File: config.mk
export PLATFORM = sky130hd
export DESIGN_NAME = ntc_beta_temperature
export DESIGN_NICKNAME = d
export VERILOG_FILES = /design/src/design/ntcbt_pkg.sv /design/src/design/ntc_beta_temperature.sv
export VERILOG_INCLUDE_DIRS = /design/src /design/src/design
export SDC_FILE = /design/constraint.sdc
export NUM_CORES = 2
export LEC_CHECK = 0
export BUFFER_PORTS_ARGS = -buffer_cell sky130_fd_sc_hd__buf_2
export CORE_ASPECT_RATIO = 1.5
export CORE_MARGIN = 2
export CORE_UTILIZATION = 41
export CTS_CLUSTER_DIAMETER = 50
export CTS_CLUSTER_SIZE = 12
export DETAILED_ROUTE_END_ITERATION = 10
export GPL_TIMING_DRIVEN = 0
export PLACE_DENSITY = 0.55
export SLEW_MARGIN = 20
export SYNTH_ARGS = -nofsm -noshare
export SYNTH_HDL_FRONTEND = slang
export SYNTH_SLANG_ARGS = --single-unit
export TNS_END_PERCENT = 20
File: constraint.sdc
create_clock -name clk -period 11.1 [get_ports clk]
set_clock_uncertainty 0.2 [all_clocks]
set_input_delay 2.22 -clock clk [delete_from_list [all_inputs] [get_ports clk]]
set_output_delay 2.22 -clock clk [all_outputs]
set_load 0.02 [all_outputs]
File: src/design/ntc_beta_temperature_defines.svh
// Assertion macros shared by the thermistor temperature block.
`ifndef NTC_BETA_TEMPERATURE_DEFINES_SVH
`define NTC_BETA_TEMPERATURE_DEFINES_SVH

// Checked at every clock edge outside reset.
`define NTCBT_ASSERT(lbl, prop, msg) \
    lbl: assert property (@(posedge clk) disable iff (!rst_n) prop) else $error(msg);

// Checked at every clock edge, reset included.
`define NTCBT_ASSERT_ALWAYS(lbl, prop, msg) \
    lbl: assert property (@(posedge clk) prop) else $error(msg);

`endif

File: src/design/ntcbt_pkg.sv
// Types and constants of the NTC thermistor temperature block.
package ntcbt_pkg;

    localparam int ADC_BITS_DEFAULT = 10;
    localparam int CFG_INDEX_W      = 3;
    localparam int CFG_DATA_W       = 16;

    localparam logic [15:0] SERIES_RESET  = 16'd10000;
    localparam logic [15:0] NOMINAL_RESET = 16'd10000;
    localparam logic [15:0] BETA_RESET    = 16'd3950;
    localparam logic [7:0]  T0_RESET      = 8'd25;
    localparam logic [7:0]  FAULT_RESET   = 8'd255;

    localparam logic [31:0] LN2_Q32        = 32'hB17217F8;
    localparam logic [16:0] KELVIN_X100    = 17'd27315;
    localparam logic [7:0]  TEMP_MAX       = 8'd254;
    localparam int          LOG_FRAC_BITS  = 24;

    typedef enum logic [CFG_INDEX_W-1:0] {
        REG_SERIES  = 3'd0,
        REG_NOMINAL = 3'd1,
        REG_BETA    = 3'd2,
        REG_T0      = 3'd3,
        REG_FAULT   = 3'd4
    } cfg_index_t;

    typedef enum logic [3:0] {
        S_IDLE,
        S_DIV_R,
        S_CHK_R,
        S_LOG_NORM,
        S_LOG_SQ,
        S_LOG_ADJ,
        S_LOG_END,
        S_LN_MUL,
        S_LOAD_Q,
        S_DIV_Q,
        S_LOAD_INV0,
        S_DIV_INV0,
        S_SUM,
        S_DIV_K,
        S_CHK_K,
        S_DIV_C
    } state_t;

endpackage

File: src/design/ntc_beta_temperature.sv
// NTC thermistor temperature from a divider reading by the B-parameter equation.
//
//  port group        direction  handshake
//  adc_code          in         start while busy is low
//  temperature_c,    out        done, one cycle, no back pressure
//    sensor_fault
//  cfg_index/data    in         cfg_we, taken at once
//
// A short or open reading answers in the cycle after start. Any other item keeps busy
// high through the divide and log states, whose run depends on DW = max(ADC_BITS+32, 40)
// and on the normalizing shifts of the two logs; the degenerate cases finish earlier.
// The one-bit-per-cycle restoring divider and the two 24-step log2 loops
// set that run. busy is high from start and is low again in the cycle of done.
// Reset is asynchronous and restores the register defaults; no memory is cleared.
`include "ntc_beta_temperature_defines.svh"

module ntc_beta_temperature #(
    parameter int ADC_BITS = ntcbt_pkg::ADC_BITS_DEFAULT
) (
    input  logic                               clk,
    input  logic                               rst_n,
    input  logic                               start,
    output logic                               busy,
    input  logic [ADC_BITS-1:0]                adc_code,
    input  logic                               cfg_we,
    input  logic [ntcbt_pkg::CFG_INDEX_W-1:0]  cfg_index,
    input  logic [ntcbt_pkg::CFG_DATA_W-1:0]   cfg_data,
    output logic                               done,
    output logic [7:0]                         temperature_c,
    output logic                               sensor_fault
);
    import ntcbt_pkg::*;

    localparam int RW = ADC_BITS + 32;
    localparam int DW = (RW > 40) ? RW : 40;
    localparam int CW = $clog2(DW);
    localparam int SW = $clog2(RW);
    localparam int PW = 16 + ADC_BITS;
    localparam logic [7:0] INT_BASE = 8'(RW - 17);
    localparam logic [DW-1:0] HUNDRED_Q32 = DW'(64'd100 << 32);

    state_t state_reg, state_next;

    logic [15:0] rs_reg, r0_reg, beta_reg;
    logic [7:0]  t0_reg, fcode_reg;

    logic [DW-1:0]     quo_reg, quo_next, rem_reg, rem_next, den_reg, den_next;
    logic [CW-1:0]     cnt_reg, cnt_next;
    logic [RW-1:0]     xn_reg, xn_next;
    logic [SW-1:0]     sh_reg, sh_next;
    logic [31:0]       m_reg, m_next, mag_reg, mag_next;
    logic [23:0]       frac_reg, frac_next;
    logic [63:0]       prod_reg, prod_next;
    logic              second_reg, second_next, neg_reg, neg_next;
    logic signed [31:0] lr_reg, lr_next;
    logic [39:0]       q_reg, q_next;
    logic [7:0]        temp_reg, temp_next;
    logic              fault_reg, fault_next, done_reg, done_next;

    always_ff @(posedge clk or negedge rst_n)
    begin
        if (!rst_n)
        begin
            rs_reg    <= SERIES_RESET;
            r0_reg    <= NOMINAL_RESET;
            beta_reg  <= BETA_RESET;
            t0_reg    <= T0_RESET;
            fcode_reg <= FAULT_RESET;
        end
        else if (cfg_we)
        begin
            case (cfg_index)
                REG_SERIES:  rs_reg    <= cfg_data;
                REG_NOMINAL: r0_reg    <= cfg_data;
                REG_BETA:    beta_reg  <= cfg_data;
                REG_T0:      t0_reg    <= cfg_data[7:0];
                REG_FAULT:   fcode_reg <= cfg_data[7:0];
                default:     ;
            endcase
        end
    end

    always_ff @(posedge clk or negedge rst_n)
    begin
        if (!rst_n)
        begin
            state_reg <= S_IDLE;
            done_reg  <= 1'b0;
            fault_reg <= 1'b0;
            temp_reg  <= 8'd0;
        end
        else
        begin
            state_reg <= state_next;
            done_reg  <= done_next;
            fault_reg <= fault_next;
            temp_reg  <= temp_next;
        end
    end

    always_ff @(posedge clk)
    begin
        quo_reg    <= quo_next;
        rem_reg    <= rem_next;
        den_reg    <= den_next;
        cnt_reg    <= cnt_next;
        xn_reg     <= xn_next;
        sh_reg     <= sh_next;
        m_reg      <= m_next;
        mag_reg    <= mag_next;
        frac_reg   <= frac_next;
        prod_reg   <= prod_next;
        second_reg <= second_next;
        neg_reg    <= neg_next;
        lr_reg     <= lr_next;
        q_reg      <= q_next;
    end

    always_comb
    begin
        logic [DW:0]        shifted;
        logic [DW:0]        diff;
        logic               ge;
        logic               div_last;
        logic               is_fault;
        logic [PW-1:0]      rc;
        logic [32:0]        sq;
        logic signed [31:0] lval;
        logic signed [31:0] d;
        logic [41:0]        invt;
        logic [31:0]        mul_a, mul_b;

        state_next  = state_reg;
        quo_next    = quo_reg;
        rem_next    = rem_reg;
        den_next    = den_reg;
        cnt_next    = cnt_reg;
        xn_next     = xn_reg;
        sh_next     = sh_reg;
        m_next      = m_reg;
        mag_next    = mag_reg;
        frac_next   = frac_reg;
        prod_next   = prod_reg;
        second_next = second_reg;
        neg_next    = neg_reg;
        lr_next     = lr_reg;
        q_next      = q_reg;
        temp_next   = temp_reg;
        fault_next  = fault_reg;
        done_next   = 1'b0;

        shifted  = {rem_reg, quo_reg[DW-1]};
        diff     = shifted - {1'b0, den_reg};
        ge       = ~diff[DW];
        div_last = (cnt_reg == CW'(DW - 1));
        is_fault = (adc_code == '0) || (&adc_code);
        rc       = PW'(rs_reg) * PW'(adc_code);
        sq       = prod_reg[63:31];
        lval     = {INT_BASE - 8'(sh_reg), frac_reg};
        d        = lr_reg - lval;
        invt     = neg_reg ? ({2'b00, quo_reg[39:0]} - {2'b00, q_reg})
                           : ({2'b00, quo_reg[39:0]} + {2'b00, q_reg});

        // The multiplier squares the log mantissa or scales by ln 2.
        if (state_reg == S_LOG_SQ)
        begin
            mul_a = m_reg;
            mul_b = m_reg;
        end
        else
        begin
            mul_a = mag_reg;
            mul_b = LN2_Q32;
        end

        // One restoring divide step per cycle in every divide state.
        if (state_reg == S_DIV_R || state_reg == S_DIV_Q || state_reg == S_DIV_INV0 ||
            state_reg == S_DIV_K || state_reg == S_DIV_C)
        begin
            rem_next = ge ? diff[DW-1:0] : shifted[DW-1:0];
            quo_next = {quo_reg[DW-2:0], ge};
            cnt_next = cnt_reg + CW'(1);
        end

        case (state_reg)
            S_IDLE:
            begin
                if (start)
                begin
                    if (is_fault)
                    begin
                        temp_next  = fcode_reg;
                        fault_next = 1'b1;
                        done_next  = 1'b1;
                    end
                    else
                    begin
                        quo_next   = DW'({rc, 16'b0});
                        rem_next   = '0;
                        den_next   = DW'({1'b1, {ADC_BITS{1'b0}}} - {1'b0, adc_code});
                        cnt_next   = '0;
                        state_next = S_DIV_R;
                    end
                end
            end
            S_DIV_R:
            begin
                if (div_last)
                    state_next = S_CHK_R;
            end
            S_CHK_R:
            begin
                if (quo_reg == '0 || r0_reg == '0 || beta_reg == '0)
                begin
                    temp_next  = 8'd0;
                    fault_next = 1'b0;
                    done_next  = 1'b1;
                    state_next = S_IDLE;
                end
                else
                begin
                    xn_next     = quo_reg[RW-1:0];
                    sh_next     = '0;
                    frac_next   = '0;
                    second_next = 1'b0;
                    state_next  = S_LOG_NORM;
                end
            end
            S_LOG_NORM:
            begin
                if (xn_reg[RW-1])
                begin
                    m_next     = xn_reg[RW-1 -: 32];
                    cnt_next   = '0;
                    state_next = S_LOG_SQ;
                end
                else
                begin
                    xn_next = {xn_reg[RW-2:0], 1'b0};
                    sh_next = sh_reg + SW'(1);
                end
            end
            S_LOG_SQ:
            begin
                prod_next  = 64'(mul_a) * 64'(mul_b);
                state_next = S_LOG_ADJ;
            end
            S_LOG_ADJ:
            begin
                if (sq[32])
                    m_next = sq[32:1];
                else
                    m_next = sq[31:0];
                frac_next = {frac_reg[22:0], sq[32]};
                cnt_next  = cnt_reg + CW'(1);
                if (cnt_reg == CW'(LOG_FRAC_BITS - 1))
                    state_next = S_LOG_END;
                else
                    state_next = S_LOG_SQ;
            end
            S_LOG_END:
            begin
                if (!second_reg)
                begin
                    lr_next     = lval;
                    xn_next     = RW'({r0_reg, 16'b0});
                    sh_next     = '0;
                    frac_next   = '0;
                    second_next = 1'b1;
                    state_next  = S_LOG_NORM;
                end
                else
                begin
                    neg_next   = d[31];
                    mag_next   = d[31] ? 32'(-d) : 32'(d);
                    state_next = S_LN_MUL;
                end
            end
            S_LN_MUL:
            begin
                prod_next  = 64'(mul_a) * 64'(mul_b);
                state_next = S_LOAD_Q;
            end
            S_LOAD_Q:
            begin
                quo_next   = DW'({prod_reg[63:32], 8'b0});
                rem_next   = '0;
                den_next   = DW'(beta_reg);
                cnt_next   = '0;
                state_next = S_DIV_Q;
            end
            S_DIV_Q:
            begin
                if (div_last)
                    state_next = S_LOAD_INV0;
            end
            S_LOAD_INV0:
            begin
                q_next     = quo_reg[39:0];
                quo_next   = HUNDRED_Q32;
                rem_next   = '0;
                den_next   = DW'(17'(t0_reg) * 17'd100 + KELVIN_X100);
                cnt_next   = '0;
                state_next = S_DIV_INV0;
            end
            S_DIV_INV0:
            begin
                if (div_last)
                    state_next = S_SUM;
            end
            S_SUM:
            begin
                if (invt[41] || invt == '0)
                begin
                    // Negative sum means below 0 K; zero means unbounded.
                    temp_next  = invt[41] ? 8'd0 : TEMP_MAX;
                    fault_next = 1'b0;
                    done_next  = 1'b1;
                    state_next = S_IDLE;
                end
                else
                begin
                    quo_next   = HUNDRED_Q32;
                    rem_next   = '0;
                    den_next   = DW'(invt[39:0]);
                    cnt_next   = '0;
                    state_next = S_DIV_K;
                end
            end
            S_DIV_K:
            begin
                if (div_last)
                    state_next = S_CHK_K;
            end
            S_CHK_K:
            begin
                if (quo_reg < DW'(KELVIN_X100))
                begin
                    temp_next  = 8'd0;
                    fault_next = 1'b0;
                    done_next  = 1'b1;
                    state_next = S_IDLE;
                end
                else
                begin
                    quo_next   = quo_reg - DW'(KELVIN_X100);
                    rem_next   = '0;
                    den_next   = DW'(100);
                    cnt_next   = '0;
                    state_next = S_DIV_C;
                end
            end
            S_DIV_C:
            begin
                if (div_last)
                begin
                    temp_next  = (quo_next > DW'(TEMP_MAX)) ? TEMP_MAX : quo_next[7:0];
                    fault_next = 1'b0;
                    done_next  = 1'b1;
                    state_next = S_IDLE;
                end
            end
            default:
            begin
                state_next = S_IDLE;
            end
        endcase
    end

    assign busy          = (state_reg != S_IDLE);
    assign done          = done_reg;
    assign temperature_c = temp_reg;
    assign sensor_fault  = fault_reg;

    `NTCBT_ASSERT(a_done_when_idle, done |-> !busy, "result strobe while busy")
    `NTCBT_ASSERT(a_fault_fast,
        (start && !busy && (adc_code == '0 || (&adc_code))) |=> (done && sensor_fault),
        "short or open reading not answered at once")
    `NTCBT_ASSERT(a_temp_range, (done && !sensor_fault) |-> (temperature_c <= TEMP_MAX),
        "temperature beyond saturation limit")
    `NTCBT_ASSERT_ALWAYS(a_reset_quiet, !rst_n |-> (!done && !busy),
        "activity during reset")

endmodule
* After elaboration in Yosys (flattened, before gate mapping)
Cells that the tools add are included.
** Operators by class
- Divide/modulo/power cells :: 0
- Equality and inequality tests :: 38
- $mul :: 3
- Magnitude comparators :: 2
- Multiplexer cells :: 82
- Reductions and logical operators :: 40
- Shift operators :: 0
- $add $sub $neg :: 11
- Bitwise gates (word level) :: 2
** Operator list (count)
- 42-bit two-way mux :: 19
- 42-bit one-hot mux with 5 select lines :: 2
- 42-bit one-hot mux with 4 select lines :: 1
- 32-bit two-way mux :: 4
- 42-bit one-hot mux with 3 select lines :: 1
- 42-bit zero test :: 2
- 24-bit one-hot mux with 3 select lines :: 1
- 32-bit by 32-bit multiplier with 64-bit output :: 1
- 8-bit two-way mux :: 8
- 32-bit one-hot mux with 2 select lines :: 1
- 4-bit one-hot mux with 16 select lines :: 1
- 6-bit two-way mux :: 9
- 24-bit two-way mux :: 2
- 43-bit by 42-bit subtractor with 43-bit output :: 1
- 42-bit by 8-bit greater-than comparator with 1-bit output, second input constant :: 1
- 42-bit by 15-bit less-than comparator with 1-bit output, second input constant :: 1
- 42-bit by 15-bit subtractor with 42-bit output, second input constant :: 1
- 40-bit by 40-bit adder with 41-bit output :: 1
- 40-bit by 40-bit subtractor with 41-bit output :: 1
- 4-bit two-way mux :: 10
- 8-bit one-hot mux with 5 select lines :: 1
- 6-bit one-hot mux with 6 select lines :: 1
- 2-bit inequality test, second input constant :: 17
- 4-bit == test, second input constant :: 8
- other kinds (41) :: 83
** Storage, ports and cells
- Bits in latches :: 0
- Register bits after elaboration :: 483
- Input bits :: 33
- Memories kept :: 0
- Logic and storage cells :: 203
- ROM bits :: 0
- Memory bits (writable) :: 0

* Longest topological paths before layout
- Depth in word-level cells :: 10
- Gate-level depth with buffers :: 40
- Depth with buffers taken out :: 37

* Worst setup path before layout
OpenSTA, ideal clock, no wires.
- Path type :: reg2reg
- Start :: reg state_reg[0]
- End :: reg prod_reg[63], data pin
- Data required time :: 10.640 ns
- Clock period less this slack :: 9.907 ns
- Cell stages (with the launch flop) :: 35
- Data arrival time :: 9.447 ns
- Path slack :: 1.193 ns
- Buffers on the path :: 6
- Path through :: dfrtp_1 buf_2 or4b_1 clkbuf_1 clkbuf_1 clkbuf_1 nor2_1 clkbuf_1 nor2_1 fa_1 inv_1 fa_1 fa_1 fa_1 inv_1 fa_1 fa_1 fa_1 fa_1 ha_1 clkbuf_1 a21oi_1 o21ai_0 a31oi_1 o221ai_1 a22o_1 o31a_1 o21ai_1 a41oi_1 o21a_1 a221o_2 a22o_1 or4_1 a31oi_1 xnor2_1
** Between the ends
- Word-level cells in the longest chain between the ends :: 3
- Elaborated cells on any way between the ends :: 4
- Classes of those cells :: 1 x mul; 1 x eq/ne; 2 x mux
** RTL lines
- from (decl) :: line ntc_beta_temperature.sv:42 : state_t state_reg, state_next;
- from (signal assigned) :: line ntc_beta_temperature.sv:94 : state_reg <= state_next;
- 4-bit by 3-bit == test with 1-bit output * :: line ntc_beta_temperature.sv:165, ntc_beta_temperature.sv:185
- 32-bit two-way mux :: line ntc_beta_temperature.sv:165 : if (state_reg == S_LOG_SQ)
- 32-bit by 32-bit multiplier with 64-bit output * :: line ntc_beta_temperature.sv:245, ntc_beta_temperature.sv:281
- to (signal assigned) :: line ntc_beta_temperature.sv:112 : prod_reg <= prod_next;
- to (decl) :: line ntc_beta_temperature.sv:53 : logic [63:0] prod_reg, prod_next;
Mark *: on every way between the ends. The rest lies on a longest branch, timed or not.
A chain may end at the register's enable or synchronous reset.

* Worst setup path after layout
- Start :: reg m_reg[13]
- End :: reg prod_reg[63], data pin
** Between the ends
- Word-level cells in the longest chain between the ends :: 2
- Elaborated cells on any way between the ends :: 3
- Classes of those cells :: 1 x mul; 2 x mux
** RTL lines
- from (decl) :: line ntc_beta_temperature.sv:51 : logic [31:0] m_reg, m_next, mag_reg, mag_next;
- from (signal assigned) :: line ntc_beta_temperature.sv:109 : m_reg <= m_next;
- 32-bit two-way mux :: line ntc_beta_temperature.sv:165
- 32-bit by 32-bit multiplier with 64-bit output * :: line ntc_beta_temperature.sv:245, ntc_beta_temperature.sv:281
Marks and branches as above.

==> summary.txt <==
post-synth top area cell -> fa_1
synth cell count leaders -> 1326 x inv_1, 1012 x fa_1, 841 x nand2_1
CTS tree -> built
pins over their slew limit -> 0
grt ovf -> 0
die width -> 332.4 um
setup ws final -> -0.04679 ns
total CTS buffers -> 50
failing checks -> setup timing
detailed-route via count -> 56290
FMAX -> 0.08971 GHz
Worst setup SP type -> register
Reg-to-Reg Start -> m_reg[13]
asr flop ratio synth -> 0.1733
Final #Nets -> 9024
worst setup path startpoint -> m_reg[13]
CP top delay family -> adder cells
Worst Path Buf+Inv -> 8
largest net degree at the start of global routing -> 59
Port Buffers -> 41
Num Clock Sinks -> 450
synthesized area -> 0.06631 mm2
Initial Util -> 0.4130
Detail Route Antenna Nets -> 0
Post-synth EDFFs -> 282
R2R cell count -> 31
core box area -> 0.1606 mm2
Syn Inst Count -> 7271
DR vias/cell -> 5.854
final hold violations -> 0
flop2flop setup slack -> -0.05 ns
synth top area cells -> fa_1 31%, edfxtp_1 13%, ha_1 9.6%, inv_1 7.5%, nand2_1 4.8%
top-area cell type share of the netlist area -> 0.3055
crit path capture type -> register
post-synth cell types -> 100
Ys Warns -> 0
DPL Wire Length -> 244600 um
Finished Cell Area -> 0.07369 mm2
min Tclk post-route -> 11.15 ns
max incr delay on CP -> 0.96 ns
clk slew on worst S/H paths -> 0.06 ns
GRT Total Usage -> 0.3725
clk root buf -> clkbuf_16
Hold Path Class -> reg2reg
Worst Hold Path Cells -> 0
Post-DP Area -> 0.06955 mm2
die area -> 0.1650 mm2
critical path type -> reg2reg
period utilization -> 1.004
DRT Pass-1 Iters -> 6
# DRC -> 0
Clk Latency, worst-skew pair -> 0.66 ns
Area Overhead vs Synth -> 11.12%
I/O pins -> 44
syn_area_per_cell -> 9.120 um2
status -> finished, violations left
vias in the first global route -> 59180
Iter 0 DRT Violations -> 4811
antenna violations before repair -> 28
Cell Rows -> 180
Max Cap Violations -> 0
Synth Net Count -> 8827
Critical Path RT -> 11.27 ns
worst-case clock buffer depth -> 3
layout cell share with drive strength beyond 1 -> 0.1000
Critical Path AT -> 11.32 ns
reg2reg end -> prod_reg[63]
hold path start -> frac_reg[3]
Slew HR -> 0.1298
Critical-path top delay cell -> edfxtp_1
wire per inst -> 31.90 um
routability congestion estimate -> 1.078
top_reg_cell synth -> edfxtp_1
Final Setup Violations -> 2
Die H -> 496.6 um
Post-CTS Hold Buffers -> 0
Worst-Margin Slew -> 1.305 ns
number of synthesized register bits -> 450
sequential element share of the synthesized area -> 0.1849
dominant cell by count in the synthesized netlist -> inv_1
peak fanout along the critical path -> 10
CTS HTree Levels -> 2
CP dominant cell by count -> fa_1
worst hold endpoint -> lr_reg[3]
routed wire length -> 306700 um
first-pass GRT wire length -> 430900 um
through the flow:
step	setup TNS [ns]	worst slack (ns)	cells	hold slack (ns)	utilization
floorplan	0	1.193	7271	0.2264	-
detailed placement	-76.37	-3.326	9423	0.2334	0.4331
finish	-0.05522	-0.04679	9614	0.2484	0.4589
global route	-0.01692	-0.01692	9605	0.2565	0.4587
global placement	-112.44	-4.316	9405	0.2275	0.4306
CTS	0	0.005920	9576	0.2473	0.4556
cell usage in the layout (no fill, tap or decap), types with 191 or more instances in the layout:
cell,instances
edfxtp_1,282
nor2_1,540
nand2_1,818
and3_1,191
o21ai_0,206
inv_1,1307
ha_1,503
fa_1,981
a21oi_1,247
clkbuf_1,213
worst register-to-register path: cells and delay by family (launching register included):
| family | cells | cell delay [ns] |
|---|---|---|
| AO/OA/AOI/OAI | 9 | 2.52 |
| XOR/XNOR | 1 | 0.08 |
| adder cells (fa/ha/maj) | 9 | 4.43 |
| buffers and inverters | 8 | 1.77 |
| flip-flops | 1 | 0.96 |
| AND/OR/NAND/NOR | 4 | 0.97 |
final cells by class:
| class | instances | area, um2 |
|---|---|---|
| multi-input cells | 5124 | 48470 |
| diodes | 11 | 27.53 |
| plain buffers | 346 | 2295 |
| inverters | 1333 | 5051 |
| clock inverters | 21 | 224.0 |
| flip-flops and latches | 450 | 12260 |
| fillers | 15920 | 86890 |
| well taps | 2093 | 2619 |
| repair buffers | 163 | 1395 |
| clock buffers | 73 | 1348 |
cell families after synthesis:
family | synth area share
AO/OA/AOI/OAI | 0.1095
XOR/XNOR | 0.03025
adder cells (fa/ha/maj) | 0.4019
buffers and inverters | 0.09743
flip-flops | 0.1849
multiplexers | 0.02887
AND/OR/NAND/NOR | 0.1472
how the worst max path moves through the flow:
stage,to,cells after the start
3_3_place_gp,prod_reg[63],36
2_1_floorplan,prod_reg[63],34
3_5_place_dp,prod_reg[63],35
6_report,prod_reg[63],31
5_1_grt,prod_reg[63],31
4_1_cts,prod_reg[63],35
layer usage:
layer | wire length, um | vias up | track usage
met3 | 22720 | 1258 | 0.08224
met4 | 36170 | 16 | 0.3458
met5 | 97 | - | 0
met2 | 147500 | 2716 | 0.6421
li1 | - | 23940 | -
met1 | 100200 | 28360 | 0.3760
repair_timing:
action / 4_1_cts / 5_1_grt
cloned: 1 / 3
pin swaps: 32 / 52
buffers inserted: 69 / 29
setup endpoints to repair: 33 / 16
gates resized for setup: 389 / 105
Power is not shown: default switching activity piles up to over one toggle a cycle in this logic, so the estimate is an artifact.
